**src/rtl/core/alj_pkg.sv**
```systemverilog
package alj_pkg;

   localparam int FracBitsDefault = 16;
   localparam int QueueDepth = 2;

   localparam logic [1:0] ModeNone = 2'd0;
   localparam logic [1:0] ModeInv  = 2'd1;
   localparam logic [1:0] ModeLog  = 2'd2;
   localparam logic [1:0] ModeRsvd = 2'd3;

   localparam logic [1:0] StatusOk   = 2'd0;
   localparam logic [1:0] StatusSkip = 2'd1;
   localparam logic [1:0] StatusNoAnc = 2'd2;
   localparam logic [1:0] StatusBad  = 2'd3;

   localparam logic [2:0] RegRic0001 = 3'd0;
   localparam logic [2:0] RegRic0210 = 3'd1;
   localparam logic [2:0] RegRic1112 = 3'd2;
   localparam logic [2:0] RegRic2021 = 3'd3;
   localparam logic [2:0] RegRic22Ox = 3'd4;
   localparam logic [2:0] RegOffYz   = 3'd5;
   localparam logic [2:0] RegMinDep  = 3'd6;
   localparam logic [2:0] RegSpare   = 3'd7;

   typedef struct packed {
      logic signed [31:0] landmark_x;
      logic signed [31:0] landmark_y;
      logic signed [31:0] landmark_z;
      logic signed [31:0] anchor_px;
      logic signed [31:0] anchor_py;
      logic signed [31:0] anchor_pz;
      logic [63:0]        anchor_quat_wx;
      logic [63:0]        anchor_quat_yz;
      logic [1:0]         mode;
      logic               anchor_present;
   } req_type;

   typedef struct packed {
      logic signed [31:0] m00;
      logic signed [31:0] m01;
      logic signed [31:0] m02;
      logic signed [31:0] m10;
      logic signed [31:0] m11;
      logic signed [31:0] m12;
      logic signed [31:0] m20;
      logic signed [31:0] m21;
      logic signed [31:0] m22;
      logic [1:0]         status;
   } rsp_type;

   typedef struct packed {
      req_type    item;
      logic [1:0] early_status;
   } task_type;

   typedef struct packed {
      logic signed [31:0] v;
      logic               ovf;
   } sat_type;

   function automatic sat_type sat34(input logic signed [33:0] s);
      sat_type r;
      r.ovf = 1'b0;
      r.v = s[31:0];
      if (s > 34'sd2147483647) begin
         r.v = 32'sh7fffffff;
         r.ovf = 1'b1;
      end else if (s < -34'sd2147483648) begin
         r.v = 32'sh80000000;
         r.ovf = 1'b1;
      end
      return r;
   endfunction

   function automatic sat_type fadd(input logic signed [31:0] a, input logic signed [31:0] b);
      return sat34(34'(a) + 34'(b));
   endfunction

   function automatic sat_type fsub(input logic signed [31:0] a, input logic signed [31:0] b);
      return sat34(34'(a) - 34'(b));
   endfunction

endpackage

```
**src/rtl/core/alj_front.sv**
```systemverilog
module alj_front (
   input  logic              clock,
   input  logic              reset,
   input  logic              req_valid,
   output logic              req_stall,
   input  alj_pkg::req_type  req_data,
   output logic              task_valid,
   input  logic              task_take,
   output alj_pkg::task_type task_data
);
   import alj_pkg::*;

   task_type   q_ff [QueueDepth];
   logic [1:0] cnt_ff, cnt_in;
   logic       rd_ff, rd_in, wr_ff, wr_in;
   logic       push, pop;
   task_type   t;

   always_comb begin
      t.item = req_data;
      if (req_data.mode == ModeNone || req_data.mode == ModeRsvd) t.early_status = StatusSkip;
      else if (!req_data.anchor_present) t.early_status = StatusNoAnc;
      else t.early_status = StatusOk;
   end

   assign req_stall  = (cnt_ff == 2'(QueueDepth));
   assign push       = req_valid && !req_stall;
   assign task_valid = (cnt_ff != 2'd0);
   assign pop        = task_valid && task_take;
   assign task_data  = q_ff[rd_ff];
   assign cnt_in = cnt_ff + {1'b0, push} - {1'b0, pop};
   assign rd_in  = rd_ff ^ pop;
   assign wr_in  = wr_ff ^ push;

   always_ff @(posedge clock) begin
      if (push) q_ff[wr_ff] <= t;
      if (reset) begin
         cnt_ff <= '0;
         rd_ff  <= 1'b0;
         wr_ff  <= 1'b0;
      end else begin
         cnt_ff <= cnt_in;
         rd_ff  <= rd_in;
         wr_ff  <= wr_in;
      end
   end
endmodule

```
**config.mk**
```make
export PLATFORM = sky130hd
export DESIGN_NAME = alj_front
export DESIGN_NICKNAME = d
export VERILOG_FILES = /design/src/rtl/core/alj_pkg.sv /design/src/rtl/core/alj_front.sv
export SDC_FILE = /design/constraint.sdc
export NUM_CORES = 1
export LEC_CHECK = 0
export ABC_CLOCK_PERIOD_IN_PS = 11000
export BUFFER_PORTS_ARGS = -buffer_cell sky130_fd_sc_hd__buf_2
export CELL_PAD_IN_SITES_DETAIL_PLACEMENT = 1
export CELL_PAD_IN_SITES_GLOBAL_PLACEMENT = 2
export CORE_MARGIN = 2
export CORE_UTILIZATION = 30
export DETAILED_ROUTE_END_ITERATION = 16
export PLACE_DENSITY = 0.7
export SETUP_SLACK_MARGIN = 0.1
export SKIP_CTS_REPAIR_TIMING = 1
export SLEW_MARGIN = 30
export SYNTH_ARGS = -nofsm -noshare
export SYNTH_HDL_FRONTEND = slang
export SYNTH_SLANG_ARGS = --single-unit
```
**constraint.sdc**
```tcl
create_clock -name clock -period 11 [get_ports clock]
set_clock_uncertainty 0.05 [all_clocks]
set_input_delay 0.55 -clock clock [delete_from_list [all_inputs] [get_ports clock]]
set_output_delay 0.55 -clock clock [all_outputs]
set_load 0.01 [all_outputs]
```
---- Word level (Yosys, flattened, before mapping) ----
Memories as Yosys holds them, arrays and structs flattened. A register that Yosys moved wholly into a read port is not among the register bits.
Index checks and enable logic that the tools add are counted.
operators by class
  reductions and logical operators ........ 6
  equal/unequal tests ..................... 2
  $add $sub $neg .......................... 2
  bitwise operators ....................... 2
  multiplexer cells ....................... 5
operators with widths
  cell                count
  $eq 2x2->1 const B  2
  $mux 2              2
  $mux 1              3
  $add 2x1->2         1
  $logic_and 1x1->1   2
  $logic_not 2->1     1
  $reduce_bool 2->1   1
  $sub 2x1->2         1
  $xor 1x1->1         2
  $logic_not 1->1     1
  $logic_or 1x1->1    1
word-level totals
  register bits after elaboration ......... 4
  bits in writable memories ............... 650
  memories ................................ 1
  output and inout port bits .............. 327
  logic and storage cells ................. 21
memory list
  name  depth  bits a word  rd ports  clocked after Yosys merged registers in  wr ports  line             RTL
  q_ff  2      325          1         1                                        1         alj_front.sv:13  task_type q_ff [QueueDepth];

---- Depth between registers and ports, before layout ----
Gate-level depths: netlist (run 1).
  word-level depth ........................ 5
  mapped depth ............................ 7
  mapped depth without buffers ............ 7

---- Worst setup path before layout (run 1) ----
OpenSTA, ideal clock, no wires.
  kind .................................... input to register
  from .................................... in req_valid
  to ...................................... mem q_ff[1][0] (netlist bit) (enable)
  buffers on the path ..................... 0
  required time ........................... 10219 ps
  setup slack ............................. 2087 ps
  stages on the path ...................... 2
  data arrival time ....................... 8132 ps
  library setup time ...................... 731 ps
  path through ............................ and2_1 -> ha_1
between the ends
  longest elaborated chain between the ends .. 3
RTL lines
  item                          line             RTL
  start: declaration            alj_front.sv:4   input logic req_valid,
  $logic_and 1x1->1             alj_front.sv:27  assign push = req_valid && !req_stall;
  $mux 1                        alj_front.sv:36  if (push) q_ff[wr_ff] <= t;
  $mux 1 (not written as such)  alj_front.sv:36
  end: declaration              alj_front.sv:13
Every way passes these cells.

==> results.ini, run 1 <==
[synth]
yosys.area.top_type = edfxtp_1
synth_top_area_share_pct = 81.0
synthDistinctLibCells = 19
synth_nets = 1367
synth.cell_area_um2 = 24100
syn_area_per_cell_um2 = 23.2
netlist_instances = 1036
synth-edff-count = 650
ys_ff_latch = 654
synth_ff_type = edfxtp_1
synth_top_cells_by_area = edfxtp_1 (81%), mux2_2 (11%), mux2_4 (6.2%)
synth_most_common_cell = edfxtp_1
ys_warn_count = 0
ys_seq_area_share_pct = 81.4
synth_commonest_cells = edfxtp_1 (650), mux2_2 (226), mux2_4 (100)
synthArstFlopShare_pct = 0

[drt]
dr.pass1.iters = 5
drc = 0
routed_wl_um = 59700
drt_iter0_markers = 621
num_vias = 12424
routedWlPerCell_um = 20.9
antenna_left = 0
drt-vias-per-instance = 4.35

[sta]
max_freq_mhz = 223
grt_setup_unrepaired = false
finalSetupViolCount = 0
whs_ps = 77.2
hold_viol_final = 0
timing.final.crit_share_pct = 40.8
tns_ps = 0
slew_headroom_pct = 39.5
worstMarginPinSlew_ps = 907
drv_slew = 0
period_needed_ps = 4480

[setup_path]
worst_setup_path_end_kind = primary output
critPathSlowestCell = buf_4
crit_path_frequent_cell = buf_4
critPathRequiredTime_ps = 10400
path_max_fanout = 57
worstPathCellList = buf_12 > buf_4 > buf_4 > mux2_2 > buf_2
path_delay_family = buffers and inverters
arrival_ps = 3880
critPathMaxStageDelay_ps = 840
cp_num_buf_inv = 4
start_kind = flop
path_class = flop to primary output

[placement]
gp_congestion = 0.777
placed_cells = 2713
place_hpwl_um = 41500
placed_area_um2 = 28500
io_buffers = 653

[grt]
grt.met1_usage_pct = 15.0
antenna_found_initial = 20
grt_pass1_vias = 13576
grt_pass1_wl_um = 85500
grt_use_total_pct = 13.9
use_met3_pct = 5.31
use_met2_pct = 24.4
grt_max_degree = 160
grt.busiest_layer = met2
globalRoute.totalOverflow = 0

[floorplan]
die_w_um = 287
core_area_um2 = 79300
ioPinCount = 654
std_cell_rows = 103
start_util_pct = 30.4
die_h_um = 287
dieArea_um2 = 82600

[clock_network]
clk_latency_ps = 580
clkSlewWorstSetupHoldPaths_ps = 60
cts_root_buf = clkbuf_16
cts_tree = built
numCtsBuffers = 72
cts.sinks = 654
cts_max_level = 3
clk_path_buf_depth = 3

[power_and_ir_drop]
ir_worst_vdd_mv = 0.177
power_density_nw_per_um2 = 234
power.leakage_nw = 11.5

[hold_path]
min_path_type = primary input to flop

[finish]
drive_above_1_share_pct = 60.7
nets = 2071
stdcell_count = 2855
stdcell_area_um2 = 30900
area_growth_pct = 28.5

[outcome]
status = finished clean

[run]
drv_cap = 0

power breakdown:
group | switching, mW | internal [mW]
Sequential | 0.0969 | 3.17
Combinational | 0.888 | 0.742
Clock | 0.985 | 1.35
Total | 1.97 | 5.26
metrics by stage:
stage	setup WS (ps)	util [%]	total power, mW
6_report	6520	39.0	7.23
5_1_grt	6240	39.0	7.54
4_1_cts	6410	38.9	7.35
3_5_place_dp	7110	36.0	4.98
3_3_place_gp	7030	36.0	4.94
2_1_floorplan	2090	-	4.43
cell families after synthesis:
group / share of synthesized area (%)
adder cells (fa/ha/maj): 0.208
AO/OA/AOI/OAI: 0.0312
flip-flops: 81.4
buffers and inverters: 1.25
AND/OR/NAND/NOR: 0.208
multiplexers: 16.8
XOR/XNOR: 0.130
layer usage:
metal  wire [um]  share of wire [%]
met2       31100                 52
met1       21600                 36
met3        5370                9.0
met5         105               0.18
met4        1580                2.6
layout by cell type (no fill, tap or decap), types with 2 or more instances in the layout:
cell / count
buf_2: 653
edfxtp_1: 650
mux2_2: 226
mux2_4: 100
clkbuf_16: 73
clkinv_1: 20
clkbuf_1: 16
diode_2: 9
clkinv_2: 7
bufinv_16: 5
buf_12: 5
nor2_1: 4
inv_1: 3
clkinv_16: 3
clkinvlp_4: 3
dfxtp_1: 3
buf_4: 3
buf_6: 3
nor2b_1: 2
ha_1: 2
ha_4: 2
inv_6: 2
buf_16: 2
registers in the layout, summed over array words and instances, names as in the netlist:
signal,count
wr_ff,1
cnt_ff,2
q_ff,650
rd_ff,1
layout make-up:
class	instances	area, um2
clock buffers	89	1890
clock inverters	41	410
fillers	7970	48300
inverters	3	11.3
repair buffers	666	3480
multi-input cells	343	4210
well taps	1050	1310
diodes	9	22.5
flip-flops and latches	654	19600
worst reg2reg max path, stage by stage, from the launching register on:
cell,delay (ps)
dfxtp_1,350
nand2b_1,150
and2_1,230
ha_4,580
buf_12,300
buf_12,550
worst paths after layout:
check | start | slack (ps) | cells after the start | to
hold / removal | req_data[27] | 80 | 1 | q_ff[1][29]$_DFFE_PP_
setup reg to reg | cnt_ff[0]$_SDFF_PP0_ | 8250 | 5 | q_ff[0][131]$_DFFE_PP_
setup / recovery | rd_ff$_SDFF_PP0_ | 6520 | 5 | task_data[140]
hold reg to reg | wr_ff$_SDFF_PP0_ | 580 | 3 | wr_ff$_SDFF_PP0_
Power figures use the tool's default switching activity.
==> run 2: changes to the inputs <==
- ABC_CLOCK_PERIOD_IN_PS: 11000 -> 4300
- clock period: 11 -> 4.3 ns (I/O delays scaled with it)
==> results.ini, run 2 (synthesized netlist as in run 1, its figures left out) <==
[floorplan]
core_area_um2 = 79300  ; unchanged
die_w_um = 287  ; unchanged
std_cell_rows = 103  ; unchanged
ioPinCount = 654  ; unchanged
die_h_um = 287  ; unchanged
dieArea_um2 = 82600  ; unchanged
start_util_pct = 30.4  ; unchanged

[finish]
drive_above_1_share_pct = 52.2  ; -8.5 points
mostFrequentLayoutCell = buf_2
nets = 2415  ; +17%
stdcell_area_um2 = 34400  ; +11%
regMostFlops = q_ff
final_cell_mix = buf_2 (653), edfxtp_1 (650), dlygate4sd3_1 (325)
multi_input_area_um2 = 4210  ; unchanged
nFillCells = 7865  ; -1.3%
largest_reg_flops = 650  ; unchanged
largestRegisters = q_ff: 650 flops, cnt_ff: 2 flops
area_growth_pct = 42.8
seq_area_um2 = 19600  ; unchanged

[grt]
grt_pass1_vias = 13816  ; +1.8%
grt_max_degree = 105  ; -34%
antenna_found_initial = 11  ; -45%
grt_pass1_wl_um = 86200  ; +0.85%
globalRoute.totalOverflow = 0  ; unchanged
grt_use_total_pct = 13.9  ; +0.053 points

[setup_path]
path_delay_family = buffers and inverters
path_max_fanout = 36  ; -37%
r2r_slack_ps = 1930  ; -6320 ps
arrival_ps = 2510  ; -1370 ps
path_class = flop to primary output
cp_num_buf_inv = 3  ; -1
timing.rr.end = q_ff[0][151]$_DFFE_PP_
startpoint = rd_ff$_SDFF_PP0_
worstPathCellList = buf_12 > buf_12 > mux2_2 > buf_2
critPathSlowestCell = dfxtp_4
worst_setup_path_end_kind = primary output
critPathRequiredTime_ps = 4030  ; -6370 ps
crit_cells = 4  ; -1
start_kind = flop
r2r_start = cnt_ff[0]$_SDFF_PP0_
crit_path_frequent_cell = buf_12
reg2reg_depth = 5  ; unchanged
critPathMaxStageDelay_ps = 680  ; -160 ps
endpoint = task_data[63]

[drt]
routed_wl_um = 63700  ; +6.7%
dr.pass1.iters = 7  ; +2
drt_iter0_markers = 538  ; -13%
drc = 0  ; unchanged
num_vias = 13744  ; +11%
drt-vias-per-instance = 4.30  ; -1.1%
routedWlPerCell_um = 19.9  ; -4.6%
antenna_left = 0  ; unchanged

[sta]
timing.final.crit_share_pct = 64.6
finalSetupViolCount = 0  ; unchanged
slew_headroom_pct = 49.6  ; +10 points
period_needed_ps = 2780
hold_viol_final = 0  ; unchanged
max_freq_mhz = 360
whs_ps = 95.4  ; +18.2 ps
drv_slew = 0  ; unchanged
tns_ps = 0  ; unchanged
grt_setup_unrepaired = false
worstMarginPinSlew_ps = 757  ; -151 ps

[clock_network]
clk_path_buf_depth = 3  ; unchanged
cts_root_buf = clkbuf_16
cts_tree = built
cts.sinks = 654  ; unchanged
numCtsBuffers = 73  ; +1.4%
clk_latency_ps = 600  ; +20 ps
cts_max_level = 3  ; unchanged
clkSlewWorstSetupHoldPaths_ps = 70  ; about the same

[placement]
placed_area_um2 = 28800  ; +0.82%
gp_congestion = 0.777  ; about the same
place_hpwl_um = 42100  ; +1.5%
io_buffers = 653  ; unchanged

[hold_path]
min_path_type = primary input to flop
hold_depth = 4  ; +3
min_from = req_valid

[power_and_ir_drop]
power.leakage_nw = 13.0  ; +13%
power_density_nw_per_um2 = 553  ; +140%
ir_worst_vdd_mv = 0.419  ; +140%

[run]
drv_cap = 0  ; unchanged

[outcome]
status = finished clean

## run 2: cell count changes in the layout (fill, tap and decap cells not counted), moves of 2 or more
cell           change
dlygate4sd3_1    +325
buf_4             +18
clkinv_1           -8
buf_12             +5
clkinv_2           +4
diode_2            -4
buf_6              -3
clkinv_4           +3
buf_16             -2
## run 2: worst reg2reg max path, stage by stage (launching register included)
cell and delay (ps):
dfxtp_1 370, nand2b_1 160, and2_1 240, ha_4 480
buf_12 280, buf_4 440
## run 2: through the flow
| stage | power, mW | cells | worst slack (ps) | utilization, % |
|---|---|---|---|---|
| finish | 19.0 | 3194 | 1520 | 43.4 |
| global route | 19.8 | 3192 | 1390 | 43.4 |
| CTS | 19.0 | 2864 | 1440 | 39.3 |
| detailed placement | 12.8 | 2734 | 1890 | 36.3 |
| global placement | 12.7 | 2734 | 1920 | 36.3 |
| floorplan | 11.1 | 1036 | -965 | - |
## run 2: report_power, final
part / total, mW / switching (mW) / internal [mW]
Sequential: 8.33 / 0.241 / 8.09
Clock: 6.11 / 2.57 / 3.53
Combinational: 4.57 / 2.43 / 2.15
## run 2: worst min-delay path by stage
stage	to	slack, ps
after detailed placement	q_ff[1][134]$_DFFE_PP_	360
after global routing	wr_ff$_SDFF_PP0_	70
after floorplan	wr_ff$_SDFF_PP0_	230
after global placement	q_ff[0][18]$_DFFE_PP_	350
after CTS	q_ff[0][252]$_DFFE_PP_	-310
final	wr_ff$_SDFF_PP0_	100
## run 2: area by class of cell
cell class	count	area share, %
inverter	3	0.0327
clock inverter	41	1.36
clock buffer	89	5.49
multi-input combinational	343	12.2
sequential	654	57.0
antenna	5	0.0364
timing repair buffer	1009	20.0
tap	1050	3.82
## run 2: metal layers
metal / GRT usage, % / vias up / routed length [um]
met5: 0 / - / 51
met2: 24.7 / 492 / 33700
met1: 15.0 / 6879 / 23500
met3: 5.32 / 118 / 4600
met4: 4.92 / 8 / 1810
li1: - / 6247 / -
